### src/rtl/ils_pkg.sv
package ils_pkg;

    localparam int ILS_CAPACITY  = 256;
    localparam int ILS_WORD_BITS = 32;

    typedef enum logic [2:0] {
        REQ_GET    = 3'd0,
        REQ_SET    = 3'd1,
        REQ_INSERT = 3'd2,
        REQ_APPEND = 3'd3,
        REQ_REMOVE = 3'd4
    } t_req_e;

    typedef enum logic [1:0] {
        ST_OK    = 2'd0,
        ST_RANGE = 2'd1,
        ST_FULL  = 2'd2
    } t_status_e;

    typedef struct packed {
        logic [2:0]  req_type;
        logic [8:0]  index;
        logic [31:0] item;
    } t_in_req;

    typedef struct packed {
        logic [31:0] read_item;
        logic [8:0]  count_now;
        logic [1:0]  status;
    } t_out_rsp;

    // Commands from the controller to the datapath.
    typedef struct packed {
        logic capture;
        logic decide;
        logic rd_idx;
        logic wr_idx;
        logic shift_up;
        logic shift_dn;
        logic shift_step;
        logic finish;
        logic emit;
    } t_dp_cmd;

    // Status from the datapath to the controller.
    typedef struct packed {
        logic [2:0] req;
        t_status_e  chk;
        logic       shift_busy;
        logic       out_free;
    } t_dp_sts;

endpackage

### src/rtl/ils_ctrl.sv
module ils_ctrl (
    input  logic            i_clk,
    input  logic            i_rst_n,
    input  logic            i_in_valid,
    output logic            o_in_stall,
    input  ils_pkg::t_dp_sts i_sts,
    output ils_pkg::t_dp_cmd o_cmd
);
    import ils_pkg::*;

    typedef enum logic [4:0] {
        S_IDLE   = 5'b00001,
        S_DECIDE = 5'b00010,
        S_SHIFT  = 5'b00100,
        S_FINISH = 5'b01000,
        S_EMIT   = 5'b10000
    } t_state_e;

    t_state_e r_state, n_state;

    assign o_in_stall = (r_state != S_IDLE);

    always_comb begin
        n_state = r_state;
        o_cmd   = '0;
        case (r_state)
            S_IDLE: begin
                if (i_in_valid) begin
                    o_cmd.capture = 1'b1;
                    n_state       = S_DECIDE;
                end
            end
            S_DECIDE: begin
                o_cmd.decide = 1'b1;
                n_state      = S_EMIT;
                if (i_sts.chk == ST_OK) begin
                    case (i_sts.req)
                        REQ_GET: o_cmd.rd_idx = 1'b1;
                        REQ_SET: o_cmd.wr_idx = 1'b1;
                        REQ_INSERT, REQ_APPEND: begin
                            o_cmd.shift_up = 1'b1;
                            n_state        = S_SHIFT;
                        end
                        REQ_REMOVE: begin
                            o_cmd.shift_dn = 1'b1;
                            n_state        = S_SHIFT;
                        end
                        default: n_state = S_EMIT;
                    endcase
                end
            end
            S_SHIFT: begin
                if (i_sts.shift_busy) begin
                    o_cmd.shift_step = 1'b1;
                end else begin
                    n_state = S_FINISH;
                end
            end
            S_FINISH: begin
                o_cmd.finish = 1'b1;
                n_state      = S_EMIT;
            end
            S_EMIT: begin
                if (i_sts.out_free) begin
                    o_cmd.emit = 1'b1;
                    n_state    = S_IDLE;
                end
            end
            default: n_state = S_IDLE;
        endcase
    end

    always_ff @(posedge i_clk) begin
        if (!i_rst_n) begin
            r_state <= S_IDLE;
        end else begin
            r_state <= n_state;
        end
    end

endmodule

### config.mk
export PLATFORM = sky130hd
export DESIGN_NAME = ils_ctrl
export DESIGN_NICKNAME = d
export VERILOG_FILES = /design/src/rtl/ils_pkg.sv /design/src/rtl/ils_ctrl.sv
export SDC_FILE = /design/constraint.sdc
export NUM_CORES = 1
export LEC_CHECK = 0
export BUFFER_PORTS_ARGS = -buffer_cell sky130_fd_sc_hd__buf_2
export CORE_AREA = 2 2 39 41
export DETAILED_ROUTE_END_ITERATION = 8
export DIE_AREA = 0 0 41 43
export GPL_TIMING_DRIVEN = 0
export PLACE_DENSITY = 0.63
export SYNTH_ARGS = -nofsm -noshare
export SYNTH_HDL_FRONTEND = slang
export SYNTH_SLANG_ARGS = --single-unit
### constraint.sdc
create_clock -name i_clk -period 1.3 [get_ports i_clk]
set_input_delay 0.26 -clock i_clk [delete_from_list [all_inputs] [get_ports i_clk]]
set_output_delay 0.26 -clock i_clk [all_outputs]
set_load 0.02 [all_outputs]
======== Yosys cells after proc, flatten, opt, wreduce, memory -nomap -nowiden ========
Index checks and enable logic that the tools add are counted.
Widths: inputs -> output; s select.
word-level totals
  register bits after elaboration ......... 5
  latch bits .............................. 0
  RAM bits ................................ 0
  bits in read-only memories .............. 0
  bits of input ports ..................... 10
  output and inout port bits .............. 10
  word-level logic and storage cells ...... 38
  memories ................................ 0
operators by class
  $add $sub $neg .......................... 0
  multiply operators ...................... 0
  divide/modulo/power cells ............... 0
  order comparisons ....................... 0
  equal/unequal tests ..................... 13
  shifts and indexed selects .............. 0
  muxes and demuxes ....................... 19
  bitwise gates (word level) .............. 0
  reduce and logical (&&, ||, !) cells .... 5
operators with widths
  kind                number
  $mux 5              6
  $pmux 5 s5          1
  $mux 1              11
  $eq 3x2->1 const B  2
  $ne 2x2->1 const B  3
  $eq 5x1->1 const B  1
  $eq 5x2->1 const B  1
  $eq 5x3->1 const B  1
  $eq 5x4->1 const B  1
  $eq 5x5->1 const B  1
  $ne 5x1->1 const B  1
  $mux 4              1
  $eq 3x1->1 const B  1
  $eq 3x3->1 const B  1
  $logic_not 3->1     1
  $reduce_and 3->1    1
  $reduce_or 3->1     1
  $logic_not 2->1     1
  $reduce_or 2->1     1

======== Longest topological paths before layout ========
Gate-level depths: netlist of run 1.
  word-level depth ........................ 5
  mapped depth ............................ 6

======== Worst setup path after synthesis of run 1 ========
Ideal clock, no wire load.
  path kind ............................... register to output
  start ................................... register r_state[3]
  end ..................................... output o_cmd[5] in the netlist's numbering
  arrival ................................. 1305 ps
  slack ................................... -265 ps
  cell stages (with the launch flop) ...... 4
  path through ............................ dfxtp_1 nor2_4 nand3_2 nor4_1
RTL lines
  element                   line            RTL
  start: declaration        ils_ctrl.sv:19  t_state_e r_state, n_state;
  start signal: assignment  ils_ctrl.sv:77  r_state <= n_state;
  end: declaration          ils_ctrl.sv:7   output ils_pkg::t_dp_cmd o_cmd

==> flow_summary.json, run 1 <==
{
  "cellPowerDensity_mw_per_mm2": 657.1,
  "status": "complete, but fails checks",
  "antenna_found_initial": 0,
  "yosys.cell_types.count": 26,
  "largest_register_ffs": 5,
  "die-area_sq_mm": 0.001763,
  "routed_wl_mm": 1.215,
  "syn_nets": 57,
  "synth_area_leaders": "dfxtp_1 (28%), inv_1 (5.3%), nor2_1 (5.3%)",
  "ant_nets": 0,
  "wire_per_inst_microns": 12.66,
  "h-tree-depth": 1,
  "internal_power_uw": 329.7,
  "grt_pass1_vias": 496,
  "core_sq_mm": 0.001384,
  "hpwl_microns": 710.7,
  "synth_top_area_share_pct": 28.17,
  "synth_top_cell_by_area": "dfxtp_1",
  "cpMaxStageDelayCell": "dfxtp_4",
  "clk_transition_reported_paths_ns": 0.04,
  "die_w_microns": 41,
  "grt_pass1_wl_mm": 1.828,
  "clkPwrFrac_pct": 37.9,
  "crit_type": "flip-flop to primary output",
  "setup.worst_path.start_class": "flip-flop",
  "switching_share_pct": 28.13,
  "relSlewSlack_pct": 83.40,
  "rsz0062_at_grt": "true",
  "cts_tree": "yes",
  "path_cells": "nor2_4 -> nand3_4 -> nor4_2 -> buf_2",
  "drt-vias-per-instance": 5.031,
  "path_buf_inv": 1,
  "grtUsageTotal_pct": 15.06,
  "drtIter0Drc": 2,
  "synth-seq-cells": 5,
  "place_congestion": 0.6493,
  "final_cell_mix": "buf_2 (11), buf_4 (11), buf_6 (8)",
  "cp.depth": 4,
  "hold_viol_final": 0,
  "area.growth.synth_to_final_pct": 96.48,
  "vias": 483,
  "design.portCount": 20,
  "top_regs": "r_state x5",
  "synth_area_sq_um": 355.3,
  "netSwitchingPower_uw": 129.1,
  "violations": "negative setup slack",
  "power_frac_seq_pct": 36.5,
  "crit_path_end": "o_cmd[5]",
  "critPathTopFamily": "simple AND/OR/NAND/NOR gates",
  "regMostFlops": "r_state",
  "p_comb_share_pct": 25.5,
  "ys_seq_area_share_pct": 28.17,
  "hp-start": "i_sts[1]",
  "grt_overflow_total": 0,
  "grt_max_degree": 7,
  "ctsHoldBuffers": 0,
  "numCtsBuffers": 3,
  "end_kind": "primary output",
  "p_leak_uw": 0.0003275,
  "timing.max_cap.violations": 0,
  "max_stage_delay_ns": 0.35,
  "post-route-worst-setup-slack_ns": -0.2096,
  "cts-root-buf": "clkbuf_4",
  "row_count": 14,
  "die-height_microns": 43,
  "final-setup-viol-count": 10,
  "dr.pass1.iters": 4,
  "holdPathStages": 2,
  "finalPower_uw": 458.7,
  "r2r-end": "r_state[0]$_SDFFE_PN1P_",
  "crit_start": "r_state[0]$_SDFFE_PN1P_",
  "worstPathArrival_ns": 1.25,
  "hold_ws_ns": 0.2123,
  "syn_inst": 47,
  "period_share_pct": 116.1,
  "min_path_type": "input port to flip-flop",
  "ff2ff_setup_slack_ns": 0.07,
  "final.min_clock_period_ns": 1.510,
  "insertion_delay_ns": 0.24,
  "layout.nets": 91,
  "tightestPinTransition_ns": 0.2485,
  "r2r_cells": 7,
  "start_util_pct": 25.68,
  "syn_avg_cell_area_sq_um": 7.560,
  "regToRegStartpoint": "r_state[3]$_SDFFE_PN0P_",
  "drc_errors": 0,
  "drive_above_1_share_pct": 65.00,
  "finalClockSkew_ns": 0.003829,
  "cts.sinks": 5,
  "antenna_cells": 0,
  "required_ns": 1.04,
  "io_buffers": 19,
  "drv_slew": 0,
  "fmax_ghz": 0.6624,
  "cts_max_path_buffers": 2,
  "peakVddDrop_mv": 0.4030,
  "yosysWarnings": 0,
  "cp_max_fo": 4
}
[through the flow]
step           setup WS, ns  instance area (sq um)  setup TNS (ns)  util, %  instances
6_report            -0.2096                  698.2          -1.432    50.45         96
5_1_grt             -0.2715                  698.2          -2.015    50.45         96
4_1_cts             -0.2530                  698.2          -1.856    50.45         98
3_5_place_dp        -0.1081                  495.5         -0.2696    35.80         82
3_3_place_gp       -0.06627                  495.5         -0.1974    35.80         82
2_1_floorplan      -0.06056                  380.4         -0.1496        -         47
[repair_timing]
| item | 4_1_cts | 5_1_grt |
|---|---|---|
| endpoints found under the setup margin | 10 | 12 |
| pin swaps | 8 | 7 |
| hold endpoints to repair | 0 | 0 |
| gates resized for setup | 27 | 6 |
| setup buffers | 12 | 2 |
[synth_stat cells (all sizes together)]
| library cell | instances |
|---|---|
| nand4b | 2 |
| buf | 1 |
| nor3 | 3 |
| a31oi | 1 |
| nor4 | 2 |
| or3 | 1 |
| nor4b | 1 |
| a21oi | 2 |
| and4 | 1 |
| nor2b | 1 |
| nand3 | 2 |
| o21a | 1 |
| nand3b | 2 |
| nand4 | 1 |
| nor3b | 1 |
| xor2 | 1 |
| inv | 6 |
| nor2 | 7 |
| and3 | 2 |
| nand2 | 2 |
| dfxtp | 5 |
| o21ai | 2 |
[routing by layer]
layer	up-vias	track usage, %	wire length [microns]
li1	235	-	-
met1	226	13.83	453
met2	18	26.88	664
met3	4	6.283	73
met4	0	6.000	23
met5	-	0	0
[logic make-up after synthesis]
family                 synth area share [%]
AO/OA/AOI/OAI                         9.509
XOR/XNOR                              2.465
buffers and inverters                 9.506
flip-flops                            28.17
AND/OR/NAND/NOR                       50.35
[power by group through the flow]
| stage | sequential (uW) | combinational, uW | clock (uW) |
|---|---|---|---|
| 6_report | 168 | 117 | 174 |
| 5_1_grt | 168 | 127 | 194 |
| 4_1_cts | 166 | 107 | 183 |
| 3_5_place_dp | 171 | 80.4 | 0 |
| 3_3_place_gp | 171 | 79.3 | 0 |
| 2_1_floorplan | 169 | 50.4 | 0 |
[how the worst min path moves through the flow]
stage | endpoint | slack, ns
final | r_state[3]$_SDFFE_PN0P_ | 0.21
after global routing | r_state[0]$_SDFFE_PN1P_ | 0.21
after CTS | r_state[3]$_SDFFE_PN0P_ | 0.19
after detailed placement | r_state[3]$_SDFFE_PN0P_ | 0.45
after global placement | r_state[3]$_SDFFE_PN0P_ | 0.45
after floorplan | r_state[3]$_SDFFE_PN0P_ | 0.34
[cell type report]
cell class	instances	area, sq um
Inverter	6	22.52
Sequential cell	5	113.9
Fill cell	133	685.7
Clock buffer	4	26.28
Timing Repair Buffer	30	227.7
Multi-Input combinational cell	35	287.8
Tap cell	16	20.02
Power figures use the tool's default switching activity.
==> run 2, diff against run 1 <==
--- a/config.mk
+++ b/config.mk
@@ -11,6 +11,7 @@
 export DIE_AREA = 0 0 41 43
 export GPL_TIMING_DRIVEN = 0
 export PLACE_DENSITY = 0.63
+export SLEW_MARGIN = 20
 export SYNTH_ARGS = -nofsm -noshare
 export SYNTH_HDL_FRONTEND = slang
 export SYNTH_SLANG_ARGS = --single-unit
==> constraint.sdc (replaced) <==
create_clock -name i_clk -period 1.95 [get_ports i_clk]
set_input_delay 0.39 -clock i_clk [delete_from_list [all_inputs] [get_ports i_clk]]
set_output_delay 0.39 -clock i_clk [all_outputs]
set_load 0.02 [all_outputs]
==> run 2 against run 1 <==
- the run now ends clean
- total power shrank 40%
- count of clock-buffer cells in the layout unchanged
- non-clock buffer count shrank 10
- first-iteration DRC count increased by 100%
- combinational power down 58%
- die area is the same
- sequential power down 33%
- cell area decreased by 29%
- setup slack improved by 0.42 ns
- cell count decreased by 10%
- clock power decreased by 33%
==> flow_summary.json, run 2 (synthesized netlist as in run 1, its figures left out) <==
{
  "die-height_microns": 43,
  "hold_viol_final": 0,
  "drv_slew": 0,
  "dr.pass1.iters": 4,
  "numCtsBuffers": 3,
  "min_path_type": "input port to flip-flop",
  "cp_max_fo": 6,
  "top_layer": "met3",
  "regMostFlops": "r_state",
  "worstPathArrival_ns": 1.35,
  "dr_wl_met3_microns": 69,
  "finalClockSkew_ns": 0.0005183,
  "peakVddDrop_mv": 0.2347,
  "finalPower_uw": 276.5,
  "holdPathStages": 2,
  "end_kind": "primary output",
  "hold_ws_ns": 0.3421,
  "relSlewSlack_pct": 83.91,
  "crit_type": "flip-flop to primary output",
  "drt-vias-per-instance": 4.651,
  "p_leak_uw": 0.0002640,
  "clk_transition_reported_paths_ns": 0.04,
  "cts_tree": "yes",
  "timing.max_cap.violations": 0,
  "insertion_delay_ns": 0.24,
  "die_w_microns": 41,
  "wl_met1_microns": 420,
  "tightestPinTransition_ns": 0.2380,
  "antenna_cells": 0,
  "top_regs": "r_state x5",
  "ant_nets": 0,
  "r2r_cells": 4,
  "ctsHoldBuffers": 0,
  "cts_max_path_buffers": 2,
  "largest_register_ffs": 5,
  "io_buffers": 19,
  "cellPowerDensity_mw_per_mm2": 556.7,
  "required_ns": 1.56,
  "grt_overflow_total": 0,
  "cts.sinks": 5,
  "cts-root-buf": "clkbuf_4",
  "layout_commonest_cell": "buf_2",
  "rsz0062_at_grt": "false",
  "period_share_pct": 89.35,
  "area.growth.synth_to_final_pct": 39.79,
  "final-setup-viol-count": 0,
  "drtIter0Drc": 4,
  "vias": 400,
  "grt_pass1_wl_mm": 1.338,
  "routed_wl_microns": 841,
  "core_sq_mm": 0.001384,
  "design.portCount": 20,
  "setup.worst_path.start_class": "flip-flop",
  "place_congestion": 0.6751,
  "row_count": 14,
  "final_cell_mix": "buf_2 (19), inv_1 (5), nor2_1 (5), dfxtp_1 (5)",
  "die-area_sq_mm": 0.001763,
  "grt_max_degree": 8,
  "grt_pass1_vias": 341,
  "layout.nets": 81,
  "final.min_clock_period_ns": 1.742,
  "grtUsageTotal_pct": 11.03,
  "cts_resized": 0,
  "wl_met2_microns": 351,
  "drc_errors": 0,
  "start_util_pct": 25.68,
  "fmax_ghz": 0.5739,
  "drive_above_1_share_pct": 42.86,
  "h-tree-depth": 1,
  "status": "completed",
  "antenna_found_initial": 0,
  "setup_tns_ns": 0,
  "hpwl_microns": 683.9,
  "post-cts-setup-buffers": 0,
  "wire_per_inst_microns": 9.779
}
==> run 2: cell count changes in the layout (fill, tap and decap cells not counted), moves of 2 or more <==
cell,before,now
buf_4,11,0
buf_2,11,19
buf_6,8,1
dfxtp_1,0,5
dfxtp_4,3,0
and3_2,0,2
and3_4,2,0
dfxtp_2,2,0
nor2_1,3,5
nor2_4,3,1
nor4_1,0,2
nor4_2,2,0
==> run 2: worst paths after layout <==
path / startpoint / end / slack, ns
min: i_sts[1] / r_state[3]$_SDFFE_PN0P_ / 0.34
max reg2reg: r_state[1]$_SDFFE_PN0P_ / r_state[0]$_SDFFE_PN1P_ / 0.87
min reg2reg: r_state[2]$_SDFFE_PN0P_ / r_state[3]$_SDFFE_PN0P_ / 0.57
max: r_state[3]$_SDFFE_PN0P_ / o_cmd[6] / 0.21
==> run 2: cell type report <==
type                       count  area (sq um)
tap                           16         20.02
sequential                     5         100.1
fill                         159         887.1
buffer                         1         11.26
inverter                       6         22.52
clock buffer                   4         26.28
timing repair buffer          19         95.09
multi-input combinational     35         221.5
==> run 2: per-stage QoR <==
stage	area, sq um	util [%]	cells	setup WS, ns
after floorplan	355.3	-	47	0.1567
after global placement	470.5	34.00	82	0.3287
after detailed placement	470.5	34.00	82	0.3139
after CTS	496.7	35.90	86	0.2009
after global routing	496.7	35.90	86	0.03606
final	496.7	35.90	86	0.2076
==> run 2: routing by layer <==
metal / vias up / GRT usage (%)
met5: - / 0
met4: 0 / 2.000
met3: 0 / 6.283
met2: 15 / 16.25
met1: 169 / 13.78
li1: 216 / -
==> run 2: report_power, final <==
part | switching, uW | internal (uW)
Sequential | 5.81 | 106
Combinational | 28.2 | 20.5
Clock | 38.9 | 77.1
==> run 2: worst max-delay path: stages, from the launching register on <==
cell and delay [ns]:
dfxtp_1 0.35, nor2_4 0.19, nand3_2 0.14, nor4_1 0.24, buf_2 0.21
==> run 3, diff against run 2 <==
--- a/config.mk
+++ b/config.mk
@@ -9,8 +9,7 @@
 export CORE_AREA = 2 2 39 41
 export DETAILED_ROUTE_END_ITERATION = 8
 export DIE_AREA = 0 0 41 43
-export GPL_TIMING_DRIVEN = 0
-export PLACE_DENSITY = 0.63
+export PLACE_DENSITY = 0.65
 export SLEW_MARGIN = 20
 export SYNTH_ARGS = -nofsm -noshare
 export SYNTH_HDL_FRONTEND = slang
==> constraint.sdc (replaced) <==
create_clock -name i_clk -period 1.6 [get_ports i_clk]
set_input_delay 0.32 -clock i_clk [delete_from_list [all_inputs] [get_ports i_clk]]
set_output_delay 0.32 -clock i_clk [all_outputs]
set_load 0.02 [all_outputs]
==> run 3 against run 2 <==
- total power up 27%
- via count up 13%
- cell count up 2.3%
- sequential power up 22%
- utilization up 4.9 points
- non-clock buffer count up 2
- critical path type is now input port to primary output
- highest routed layer is now met4
==> flow_summary.json, run 3 (synthesized netlist as in run 1, its figures left out) <==
{
  "status": "completed",
  "regArea_sq_um": 108.9,
  "required_ns": 1.28,
  "dr.pass1.iters": 4,
  "die-area_sq_mm": 0.001763,
  "post-place-ws_ns": 0.09231,
  "core_sq_mm": 0.001384,
  "setup.worst_path.start_class": "input port",
  "n_fill_cell": 155,
  "hold_ws_ns": 0.2617,
  "regMostFlops": "r_state",
  "antenna_found_initial": 0,
  "final_cell_mix": "buf_2 (14), buf_4 (8), inv_1 (5), nor2_1 (5), dfxtp_2 (4)",
  "place_congestion": 0.6745,
  "drv_slew": 0,
  "area.growth.synth_to_final_pct": 58.80,
  "layout.nets": 83,
  "min_path_type": "input port to flip-flop",
  "r2r_cells": 6,
  "drt-vias-per-instance": 5.125,
  "finalPower_uw": 350.1,
  "routed_wl_mm": 1.055,
  "r2r-end": "r_state[0]$_SDFFE_PN1P_",
  "vias": 451,
  "hold_end": "r_state[3]$_SDFFE_PN0P_",
  "ff2ff_setup_slack_ns": 0.43,
  "regToRegStartpoint": "r_state[3]$_SDFFE_PN0P_",
  "grt_pass1_wl_mm": 1.573,
  "end_kind": "primary output",
  "top_regs": "r_state x5",
  "ctsHoldBuffers": 0,
  "timing.max_cap.violations": 0,
  "drive_above_1_share_pct": 56.94,
  "holdPathStages": 2,
  "cts.sinks": 5,
  "die-height_microns": 43,
  "start_util_pct": 25.68,
  "worstPathArrival_ns": 1.25,
  "cts_tree": "yes",
  "cts_max_path_buffers": 2,
  "row_count": 14,
  "grt_pass1_vias": 384,
  "clk_transition_reported_paths_ns": 0.04,
  "layout_commonest_cell": "buf_2",
  "crit_type": "input port to primary output",
  "grtUsageTotal_pct": 13.05,
  "finalClockSkew_ns": 0.003304,
  "post-route-worst-setup-slack_ns": 0.03093,
  "multi_input_area_sq_um": 256.5,
  "design.portCount": 20,
  "fin_util_pct": 40.78,
  "final.min_clock_period_ns": 1.569,
  "peakVddDrop_mv": 0.3400,
  "wire_per_inst_microns": 11.99,
  "grt_max_degree": 8,
  "drc_errors": 0,
  "tightestPinTransition_ns": 0.2459,
  "hpwl_microns": 718.6,
  "largest_register_ffs": 5,
  "p_leak_uw": 0.0002780,
  "final-setup-viol-count": 0,
  "antenna_cells": 0,
  "cts-root-buf": "clkbuf_4",
  "period_share_pct": 98.07,
  "numCtsBuffers": 3,
  "io_buffers": 19,
  "cp_max_fo": 3,
  "h-tree-depth": 1,
  "fmax_ghz": 0.6373,
  "ant_nets": 0,
  "insertion_delay_ns": 0.24,
  "hp-start": "i_sts[1]",
  "cellPowerDensity_mw_per_mm2": 620.5,
  "rsz0062_at_grt": "true",
  "relSlewSlack_pct": 83.38,
  "hold_viol_final": 0,
  "grt_overflow_total": 0,
  "die_w_microns": 41,
  "drtIter0Drc": 6
}
## run 3: layout make-up
cell class	instances	share of cell area [%]
clock buffers	4	4.656
inverters	6	3.991
multi-input cells	35	45.45
flip-flops and latches	5	19.29
well taps	16	3.548
repair buffers	22	23.06
## run 3: per-layer routing
layer	global-route usage (%)	wire (microns)	vias to the layer above
li1	-	-	221
met3	4.712	61	2
met4	6.000	18	0
met5	0	0	-
met1	15.76	437	208
met2	19.69	537	20
## run 3: through the flow
stage          cells  setup TNS [ns]  cell area [sq um]
2_1_floorplan     47         -0.1066              355.3
3_3_place_gp      81               0              459.2
3_5_place_dp      81               0              459.2
4_1_cts           87       -0.003524              520.5
5_1_grt           88         -0.1032              564.3
6_report          88               0              564.3
## run 3: worst max path at each step
| stage | end | start | slack [ns] |
|---|---|---|---|
| after floorplan | o_cmd[5] | i_sts[6] | -0.05 |
| after global placement | o_cmd[5] | i_sts[6] | 0.14 |
| after detailed placement | o_cmd[6] | i_sts[6] | 0.09 |
| after CTS | o_cmd[5] | r_state[0]$_SDFFE_PN1P_ | -0.004 |
| after global routing | o_cmd[5] | r_state[2]$_SDFFE_PN0P_ | -0.04 |
| final | o_cmd[6] | i_sts[6] | 0.03 |
## run 3: report_power, final
group          total (uW)  switching, uW  internal [uW]
Combinational        68.5           38.4           30.0
Clock                 145           50.4           94.2
Sequential            137           8.50            129
Total                 350           97.3            253
## run 3: timing repair
item	CTS	global route
pin swaps	4	3
gates resized for setup	7	10
endpoints found under the setup margin	4	8
setup buffers	2	1
## run 3: worst max-delay path, cell delays in order
cell and delay [ns]:
buf_2 0.11, or3_4 0.39, nor4_2 0.24, buf_4 0.19
